**src/rtl/bdre_pkg.sv**
```systemverilog
// Package for the block delta run encoder.
// Sizes, run limits, controller states and the command/status structs.
// Used by bdre_ctrl, bdre_dp and block_delta_run_encoder_top.
package bdre_pkg;

  localparam int MAX_LITERAL = 32;
  localparam int LIT_AW      = (MAX_LITERAL > 1) ? $clog2(MAX_LITERAL) : 1;
  localparam int CNT_W       = $clog2(MAX_LITERAL + 1);
  localparam int EQ_W        = 15;
  localparam int TOK_W       = 16;

  localparam logic [EQ_W-1:0]  EQ_RUN_MAX   = 15'h7FFF;
  localparam logic [TOK_W-1:0] CHANGED_FLAG = 16'h8000;

  typedef enum logic [2:0] {
    S_IDLE,
    S_CHK,
    S_EQM,
    S_CHM,
    S_LRD,
    S_LWR,
    S_UPD
  } state_t;

  // controller -> datapath
  typedef struct packed {
    logic load_item;
    logic inc_eq;
    logic wr_lit;
    logic clr_cc;
    logic emit_eq;
    logic emit_chm;
    logic emit_lit;
    logic rd_lit;
    logic idx_clr;
    logic idx_inc;
    logic last;
    logic done;
  } cmd_t;

  // datapath -> controller
  typedef struct packed {
    logic is_eq;
    logic blk_end;
    logic eq_zero;
    logic cc_zero;
    logic run_full;
    logic lit_last;
    logic slot_free;
  } stat_t;

endpackage

```
**src/rtl/bdre_ctrl.sv**
```systemverilog
// Sequencer for the block delta run encoder.
// Steps each item through flush of the prior run, count update and own flush.
// Depends on bdre_pkg.
module bdre_ctrl (
  input  logic           clk,
  input  logic           rst,
  input  logic           in_valid,
  output logic           in_ready,
  input  bdre_pkg::stat_t stat,
  output bdre_pkg::cmd_t  cmd
);
  import bdre_pkg::*;

  state_t state;
  state_t state_next;
  logic   pre;       // emitting the run that this item closes
  logic   pre_next;
  logic   bneed;     // this item's own run gets flushed after update
  logic   bneed_next;
  logic   tok_last;

  always_ff @(posedge clk) begin
    if (rst) begin
      state <= S_IDLE;
      pre   <= 1'b0;
      bneed <= 1'b0;
    end else begin
      state <= state_next;
      pre   <= pre_next;
      bneed <= bneed_next;
    end
  end

  always_comb begin
    pre_next   = pre;
    bneed_next = bneed;
    if (state == S_CHK) begin
      pre_next   = 1'b1;
      bneed_next = stat.run_full | stat.blk_end;
    end else if (state == S_UPD) begin
      pre_next = 1'b0;
    end
  end

  // next state
  always_comb begin
    state_next = state;
    case (state)
      S_IDLE: begin
        if (in_valid) state_next = S_CHK;
      end
      S_CHK: begin
        if (stat.is_eq && !stat.cc_zero)       state_next = S_CHM;
        else if (!stat.is_eq && !stat.eq_zero) state_next = S_EQM;
        else                                   state_next = S_UPD;
      end
      S_EQM: begin
        if (stat.slot_free) state_next = pre ? S_UPD : S_IDLE;
      end
      S_CHM: begin
        if (stat.slot_free) state_next = S_LRD;
      end
      S_LRD: begin
        state_next = S_LWR;
      end
      S_LWR: begin
        if (stat.slot_free) begin
          if (stat.lit_last) state_next = pre ? S_UPD : S_IDLE;
          else               state_next = S_LRD;
        end
      end
      S_UPD: begin
        if (bneed) state_next = stat.is_eq ? S_EQM : S_CHM;
        else       state_next = S_IDLE;
      end
      default: state_next = S_IDLE;
    endcase
  end

  // outputs
  assign tok_last = pre ? !bneed : 1'b1;

  always_comb begin
    cmd      = '0;
    in_ready = 1'b0;
    case (state)
      S_IDLE: begin
        in_ready      = 1'b1;
        cmd.load_item = in_valid;
      end
      S_CHK: begin
      end
      S_EQM: begin
        cmd.emit_eq = stat.slot_free;
        cmd.last    = tok_last;
        cmd.done    = tok_last & stat.blk_end;
      end
      S_CHM: begin
        cmd.emit_chm = stat.slot_free;
        cmd.idx_clr  = stat.slot_free;
      end
      S_LRD: begin
        cmd.rd_lit = 1'b1;
      end
      S_LWR: begin
        cmd.emit_lit = stat.slot_free;
        cmd.idx_inc  = stat.slot_free & !stat.lit_last;
        cmd.clr_cc   = stat.slot_free & stat.lit_last;
        cmd.last     = stat.lit_last & tok_last;
        cmd.done     = stat.lit_last & tok_last & stat.blk_end;
      end
      S_UPD: begin
        cmd.inc_eq = stat.is_eq;
        cmd.wr_lit = !stat.is_eq;
      end
      default: begin
      end
    endcase
  end

endmodule

```
**src/rtl/bdre_dp.sv**
```systemverilog
// Datapath of the block delta run encoder.
// Run counters, literal buffer memory, item latch and output register.
// Depends on bdre_pkg.
module bdre_dp (
  input  logic                       clk,
  input  logic                       rst,
  input  logic [7:0]                 old_byte,
  input  logic [7:0]                 new_byte,
  input  logic                       block_end,
  output logic                       out_valid,
  input  logic                       out_ready,
  output logic [bdre_pkg::TOK_W-1:0] token_value,
  output logic                       is_marker,
  output logic                       last_of_item,
  output logic                       block_done,
  input  bdre_pkg::cmd_t             cmd,
  output bdre_pkg::stat_t            stat
);
  import bdre_pkg::*;

  logic             is_eq;
  logic [7:0]       new_r;
  logic             blk_r;
  logic [EQ_W-1:0]  eq_cnt;
  logic [CNT_W-1:0] cc;
  logic [LIT_AW-1:0] idx;
  logic [7:0]       rd_data;
  logic [7:0]       lit_mem [MAX_LITERAL];
  logic             emit_any;

  assign emit_any = cmd.emit_eq | cmd.emit_chm | cmd.emit_lit;

  always_ff @(posedge clk) begin
    if (cmd.load_item) begin
      is_eq <= (old_byte == new_byte);
      new_r <= new_byte;
      blk_r <= block_end;
    end
  end

  always_ff @(posedge clk) begin
    if (rst) begin
      eq_cnt <= '0;
      cc     <= '0;
    end else begin
      if (cmd.emit_eq)     eq_cnt <= '0;
      else if (cmd.inc_eq) eq_cnt <= eq_cnt + EQ_W'(1);
      if (cmd.clr_cc)      cc <= '0;
      else if (cmd.wr_lit) cc <= cc + CNT_W'(1);
    end
  end

  always_ff @(posedge clk) begin
    if (cmd.wr_lit) lit_mem[cc[LIT_AW-1:0]] <= new_r;
    if (cmd.rd_lit) rd_data <= lit_mem[idx];
  end

  always_ff @(posedge clk) begin
    if (cmd.idx_clr)      idx <= '0;
    else if (cmd.idx_inc) idx <= idx + LIT_AW'(1);
  end

  always_ff @(posedge clk) begin
    if (rst) begin
      out_valid <= 1'b0;
    end else if (emit_any) begin
      out_valid <= 1'b1;
    end else if (out_ready) begin
      out_valid <= 1'b0;
    end
  end

  always_ff @(posedge clk) begin
    if (emit_any) begin
      last_of_item <= cmd.last;
      block_done   <= cmd.done;
      is_marker    <= !cmd.emit_lit;
      if (cmd.emit_eq)       token_value <= {1'b0, eq_cnt};
      else if (cmd.emit_chm) token_value <= CHANGED_FLAG | TOK_W'(cc);
      else                   token_value <= {8'h00, rd_data};
    end
  end

  // run_full: the count after this item's update hits its split limit
  always_comb begin
    stat.is_eq     = is_eq;
    stat.blk_end   = blk_r;
    stat.eq_zero   = (eq_cnt == '0);
    stat.cc_zero   = (cc == '0);
    stat.run_full  = is_eq ? ((eq_cnt + EQ_W'(1)) == EQ_RUN_MAX)
                           : ((cc + CNT_W'(1)) == CNT_W'(MAX_LITERAL));
    stat.lit_last  = ((CNT_W'(idx) + CNT_W'(1)) == cc);
    stat.slot_free = !out_valid | out_ready;
  end

endmodule

```
**src/rtl/block_delta_run_encoder_top.sv**
```systemverilog
// Top level of the block delta run encoder: controller plus datapath.
// Depends on bdre_pkg, bdre_ctrl, bdre_dp.
//
//   channel | direction | handshake            | payload
//   --------+-----------+----------------------+-----------------------------------------
//   in      | input     | in_valid / in_ready  | old_byte, new_byte, block_end
//   out     | output    | out_valid / out_ready| token_value, is_marker, last_of_item,
//           |           |                      | block_done
//
// One item at a time. An item that emits nothing passes through accept, check and
// update; an equal marker adds an emit state, and a changed run adds a marker state and,
// for every literal, one registered read of the literal buffer and one output load.
// Reset is synchronous and clears both run counts; no clearing pass is needed.
// A stalled output holds the sequencer in its emit state; the last token of an item
// may still wait in the output register while the next item is accepted.
module block_delta_run_encoder_top (
  input  logic                       clk,
  input  logic                       rst,
  input  logic                       in_valid,
  output logic                       in_ready,
  input  logic [7:0]                 old_byte,
  input  logic [7:0]                 new_byte,
  input  logic                       block_end,
  output logic                       out_valid,
  input  logic                       out_ready,
  output logic [bdre_pkg::TOK_W-1:0] token_value,
  output logic                       is_marker,
  output logic                       last_of_item,
  output logic                       block_done
);
  import bdre_pkg::*;

  cmd_t   cmd;
  stat_t  stat;

  bdre_ctrl u_ctrl (
    .clk      (clk),
    .rst      (rst),
    .in_valid (in_valid),
    .in_ready (in_ready),
    .stat     (stat),
    .cmd      (cmd)
  );

  bdre_dp u_dp (
    .clk          (clk),
    .rst          (rst),
    .old_byte     (old_byte),
    .new_byte     (new_byte),
    .block_end    (block_end),
    .out_valid    (out_valid),
    .out_ready    (out_ready),
    .token_value  (token_value),
    .is_marker    (is_marker),
    .last_of_item (last_of_item),
    .block_done   (block_done),
    .cmd          (cmd),
    .stat         (stat)
  );

  // only one kind of run is ever pending
  a_one_run: assert property (@(posedge clk) disable iff (rst)
    stat.eq_zero || stat.cc_zero)
    else $error("equal and changed runs pending together");

  // a token is loaded only into a free output slot
  a_slot: assert property (@(posedge clk) disable iff (rst)
    (cmd.emit_eq || cmd.emit_chm || cmd.emit_lit) |-> stat.slot_free)
    else $error("output register overwritten");

  // one item at a time
  a_seq: assert property (@(posedge clk) disable iff (rst)
    (in_valid && in_ready) |=> !in_ready)
    else $error("item accepted while busy");

  // end of block token always closes its item
  a_done_last: assert property (@(posedge clk) disable iff (rst)
    (out_valid && block_done) |-> last_of_item)
    else $error("block_done without last_of_item");

endmodule
```
**config.mk**
```make
export PLATFORM = sky130hd
export DESIGN_NAME = block_delta_run_encoder_top
export DESIGN_NICKNAME = d
export VERILOG_FILES = /design/src/rtl/bdre_pkg.sv /design/src/rtl/bdre_ctrl.sv /design/src/rtl/bdre_dp.sv /design/src/rtl/block_delta_run_encoder_top.sv
export SDC_FILE = /design/constraint.sdc
export NUM_CORES = 1
export LEC_CHECK = 0
export BUFFER_PORTS_ARGS = -buffer_cell sky130_fd_sc_hd__buf_2
export CORE_MARGIN = 4
export CORE_UTILIZATION = 40
export DETAILED_ROUTE_END_ITERATION = 12
export MAX_ROUTING_LAYER = met4
export PLACE_DENSITY = 0.52
export SLEW_MARGIN = 20
export SYNTH_ARGS = -nofsm -noshare
export SYNTH_HDL_FRONTEND = slang
export SYNTH_SLANG_ARGS = --single-unit
```
**constraint.sdc**
```tcl
create_clock -name clk -period 2.7 [get_ports clk]
set_input_delay 0.27 -clock clk [delete_from_list [all_inputs] [get_ports clk]]
set_output_delay 0.27 -clock clk [all_outputs]
set_load 0.005 [all_outputs]
```
Word-level counts from Yosys, hierarchy flattened
Memory sizes are Yosys's and may differ from the RTL's. A register that Yosys moved wholly into a read port is not among the register bits.
Cells that the tools add are included.

cells by class
  add/sub/neg operators = 4
  multiply operators = 0
  div/mod/pow operators = 0
  $lt $le $gt $ge = 0
  eq/ne operators = 14
  shift-type cells = 0
  multiplexer cells = 31
  bitwise logic cells = 9
  reductions and logical operators = 17

operators with widths
  cell                                                                     number
  3-bit 2-to-1 mux                                                         9
  3-bit case mux with 7 select lines                                       1
  1-bit 2-to-1 mux                                                         17
  16-bit 2-to-1 mux                                                        1
  15-bit by 1-bit adder with 15-bit output, second input constant          1
  15-bit equality test, second input constant                              1
  15-bit zero test                                                         1
  15-bit 2-to-1 mux                                                        1
  3-bit equality test, second input constant                               3
  8-bit equality test                                                      1
  1-bit zero test                                                          7
  5-bit by 1-bit adder with 6-bit output, second input constant            1
  6-bit by 1-bit adder with 6-bit output, second input constant            1
  3-bit by 2-bit equality test with 1-bit output, second input constant    2
  6-bit equality test                                                      1
  6-bit equality test, second input constant                               1
  6-bit zero test                                                          1
  2-bit by 1-bit inequality test with 1-bit output, second input constant  3
  5-bit by 1-bit adder with 5-bit output, second input constant            1
  1-bit bitwise AND                                                        5
  1-bit OR                                                                 4
  2-bit case mux with 2 select lines                                       1
  4-bit AND reduction                                                      1
  2-bit nonzero test                                                       2
  other kinds (6)                                                          8

word-level totals
  flip-flop bits (word level) = 61
  bits in latches = 0
  memory bits (writable) = 256
  memory bits (read-only) = 0
  input port bits = 21
  word-level logic and storage cells = 91
  memories = 1

memories
  name          words  width  read ports  clocked after Yosys merged registers in  write ports  line           RTL
  u_dp.lit_mem  32     8      1           1                                        1            bdre_dp.sv:28  logic [7:0] lit_mem [MAX_LITERAL];

Logic depth before layout (Yosys ltp)
  word-level depth = 6
  mapped depth = 9
  gate-level depth less buffers = 8

Cells and area by module
A second synthesis with hierarchy kept.

unflattened totals
  cells, all modules = 772
  area, all modules = 13594.3 um^2

by module, submodules not included
  module     instances  cells each  area an instance (um^2)  seq. area each (um^2)
  bdre_dp    1          711         13103.8                  9339.0
  bdre_ctrl  1          61          490.5                    100.1

Worst setup path after synthesis
No wires, ideal clock.

  kind = reg-to-reg
  from = register u_ctrl.state[2]
  to = register u_dp.block_done (enable)
  setup time = 0.421 ns
  arrival = 1.919 ns
  required time = 2.279 ns
  path slack = 0.360 ns
  cell stages (with the launch flop) = 3
  buffers on the path = 0
  clock period less this slack = 2.340 ns
  cells stage by stage = dfxtp_1 -> nand2b_1 -> o21ai_0

on the way
  cells in the longest elaborated chain, start to end = 4
  elaborated cells between the ends (all ways) = 8
  those cells by class = eq/ne: 3; mux: 3; bitwise: 2

ends and longest elaborated chain
  what                                            line             RTL
  from (decl)                                     bdre_ctrl.sv:14  state_t state;
  from (signal assigned)                          bdre_ctrl.sv:28  state <= state_next;
  3-bit by 2-bit equality test with 1-bit output  bdre_ctrl.sv:86  case (state)
  1-bit 2-to-1 mux                                bdre_ctrl.sv:86
  1-bit OR                                        bdre_dp.sv:31    assign emit_any = cmd.emit_eq | cmd.emit_chm | cmd.emit_lit;
  1-bit OR (*)                                    bdre_dp.sv:31
  net u_dp.emit_any                               bdre_dp.sv:29    logic emit_any;
  to (signal assigned)                            bdre_dp.sv:76    block_done <= cmd.done;
  to (decl)                                       bdre_dp.sv:15    output logic block_done,

Mark *: on every way through the listed nets, which the timed path passes. The rest lies on a longest branch.
A chain may end at the register's enable or synchronous reset.

==> flow_summary.toml <==
[logic_synthesis]
yosysSeqAreaShare = 0.707
synth_edf_count = 293
yosys_warnings = 0
syn_area_um2 = 13400
avgSynthCellArea_um2 = 17.4
synth_flop_cell = "edfxtp_1"
synth_area_leader_cell = "edfxtp_1"
syn_inst = 768
syn_nets = 797
synth_area_leaders = "edfxtp_1, mux4_2, dfxtp_1, nor2_1, xnor2_1"
yosys.area.top_type_share = 0.659
ys_ff_latch = 325
synth-async-reset-ratio = 0
yosysUniqueCellTypes = 50

[timing]
fmax_mhz = 420
tns_ns = 0
slew_viol_final = 0
rsz0062_at_grt = "no"
post-route-period-util = 0.882
worst_pin_slew_ns = 0.972
hold_viol = 0
maxSlewHeadroom = 0.352
period_needed_ns = 2.38
finalSetupViolations = 0
finClkSkew_ns = 0.0205

[clock_network]
clock_latency_ns = 0.53
cts_setup_buffers = 0
clkSinkCount = 325
htreeDepth = 2
path_clk_slew_ns = 0.06
numCtsBuffers = 36
cts_root_buf = "clkbuf_16"
cts_tree = "done"
clockBufferDepth = 3

[global_route]
grt_max_degree = 65
overflow = 0
first_global_vias = 7547
antenna_found_initial = 0
grt_pass1_wl_mm = 46.1
grt.total_usage = 0.172

[run_status]
outcome = "complete, no violations"

[floorplan]
die_x_um = 191
io_pins = 42
die_h_um = 191
core_area_um2 = 32700
die_area_um2 = 36400
num_rows = 66
start_util = 0.408

[critical_path]
slowest_stage = "mux4_2"
cp_top_family = "multiplexers"
timing.critical_path.mode_cell = "mux4_2"
cp-start-kind = "flop"
critPathBufInv = 1
cp_max_fo = 36
cp-end-kind = "flop"
criticalPathCategory = "flop to flop"
arrival_ns = 2.64
worstPathRequired_ns = 2.96
critical_path.cell_chain = "buf_12 > mux4_2 > mux4_2 > mux2_2"
cpPeakStageDelay_ns = 0.58

[finish]
layout-drive-gt1-share = 0.265
areaGrowthSynthToFinish_pct = 16.6
antenna_cells = 0
fin_nets = 896

[power_and_ir_drop]
combPwrFrac = 0.238
p_per_area_nw_per_um2 = 933
clkPwrFrac = 0.318
swShare = 0.277
p_switching_mw = 4.03
seqPwrFrac = 0.444
p_leak_nw = 5.03
vdd_drop_max_mv = 0.515
power.internal_mw = 10.5
power.total_mw = 14.5

[place]
io_buffer_count = 41
place_congestion = 0.855
place_hpwl_mm = 19.4

[route]
avgRoutedWirePerCell_um = 22.3
drt_first_pass_iters = 5
route.detailed.drc = 0
drt_iter0_drc = 553
num_vias = 7206
vias_per_cell = 5.39
antenna_left = 0
wl_mm = 29.8

[run]
maxCapViolCount = 0

[worst_hold_path]
hp-class = "primary input to flop"
[layout by cell type (no fill, tap or decap), drive strengths merged, types with 9 or more instances in the layout]
cell type and instances:
a21oi 22, and2 10, buf 94, clkbuf 43
clkinv 16, dfxtp 32, dlygate4sd3 9, edfxtp 293
inv 11, mux2i 9, mux4 80, nand2 31
nand3 15, nand3b 9, nor2 83, o21ai 11
xnor2 19, xor2 17
[cell type report]
cell class	count	area, um^2
clock inverters	22	186
fillers	2772	17100
repair buffers	103	738
flip-flops and latches	325	9440
multi-input cells	393	3690
well taps	442	553
inverters	8	30.0
clock buffers	43	927
[final timing paths]
check / slack (ns) / from / cells past startpoint / endpoint
max: 0.32 / u_dp.idx[0]$_SDFFE_PP0P_ / 4 / u_dp.rd_data[4]$_DFFE_PN_
min: 0.07 / rst / 2 / u_dp.out_valid$_SDFFE_PP0P_
max reg2reg: 0.32 / u_dp.idx[0]$_SDFFE_PP0P_ / 4 / u_dp.rd_data[4]$_DFFE_PN_
min reg2reg: 0.53 / u_dp.idx[4]$_SDFFE_PP0P_ / 1 / u_dp.idx[4]$_SDFFE_PP0P_
[layer usage]
metal  global-route usage  part of all wire  vias to the layer above
met5                    -                 0                        -
met1                0.225              0.43                     3740
met3               0.0278             0.044                       50
li1                     -                 -                     3227
met2                0.285              0.50                      189
met4               0.0450             0.022                        0
[cell usage after synthesis (all sizes together) (2+ instances only)]
| master | n |
|---|---|
| or3 | 4 |
| and3 | 5 |
| o31ai | 3 |
| nor4 | 5 |
| inv | 8 |
| mux4 | 80 |
| and2 | 10 |
| xnor2 | 19 |
| o21ai | 11 |
| nor2b | 4 |
| nand4 | 8 |
| or3b | 2 |
| nand3b | 9 |
| dfxtp | 32 |
| clkbuf | 22 |
| nand2b | 5 |
| nand2 | 31 |
| a21oi | 22 |
| nand3 | 15 |
| nor3 | 7 |
| nor3b | 4 |
| a21o | 2 |
| nor2 | 83 |
| a31oi | 5 |
| mux2i | 9 |
| buf | 20 |
| xor2 | 17 |
| ha | 8 |
| or2 | 2 |
| edfxtp | 293 |
| a221oi | 2 |
| mux2 | 8 |
[timing repair]
action	4_1_cts	5_1_grt
gates resized for setup	0	0
hold buffers	9	0
hold endpoints to repair	9	0
[power groups by stage]
stage / Clock (mW) / Combinational [mW] / Sequential, mW
after floorplan: 0 / 2.42 / 6.50
after global placement: 0 / 3.46 / 6.56
after detailed placement: 0 / 3.51 / 6.58
after CTS: 4.74 / 3.53 / 6.48
after global routing: 4.99 / 3.76 / 6.49
final: 4.62 / 3.46 / 6.45
[per-stage QoR]
step | std cells | utilization | hold WS, ns | instance area, um^2 | worst slack [ns]
3_5_place_dp | 1261 | 0.439 | 0.449 | 14300 | 0.314
6_report | 1336 | 0.476 | 0.0683 | 15600 | 0.317
2_1_floorplan | 768 | - | 0.369 | 13400 | 0.360
5_1_grt | 1336 | 0.476 | 0.0461 | 15600 | 0.168
3_3_place_gp | 1261 | 0.439 | 0.451 | 14300 | 0.331
4_1_cts | 1335 | 0.476 | 0.0407 | 15600 | 0.299
[cells by family (layout without fill, tap and decap cells)]
| logic type | Yosys count | after routing | synth area share |
|---|---|---|---|
| flops | 325 | 325 | 0.707 |
| xor+xnor | 36 | 36 | 0.0236 |
| compound gates | 53 | 53 | 0.0238 |
| buf+inv | 50 | 176 | 0.0171 |
| mux | 97 | 97 | 0.148 |
| fa+ha+maj | 8 | 8 | 0.00749 |
| simple gates | 199 | 199 | 0.0729 |
[flip-flops by register name (all words and copies together), names as in the netlist, 3 cells and up]
register,flops
u_dp.eq_cnt,15
u_ctrl.state,3
u_dp.new_r,8
u_dp.idx,5
u_dp.token_value,16
u_dp.lit_mem,256
u_dp.cc,6
u_dp.rd_data,8
Power figures use the tool's default switching activity.
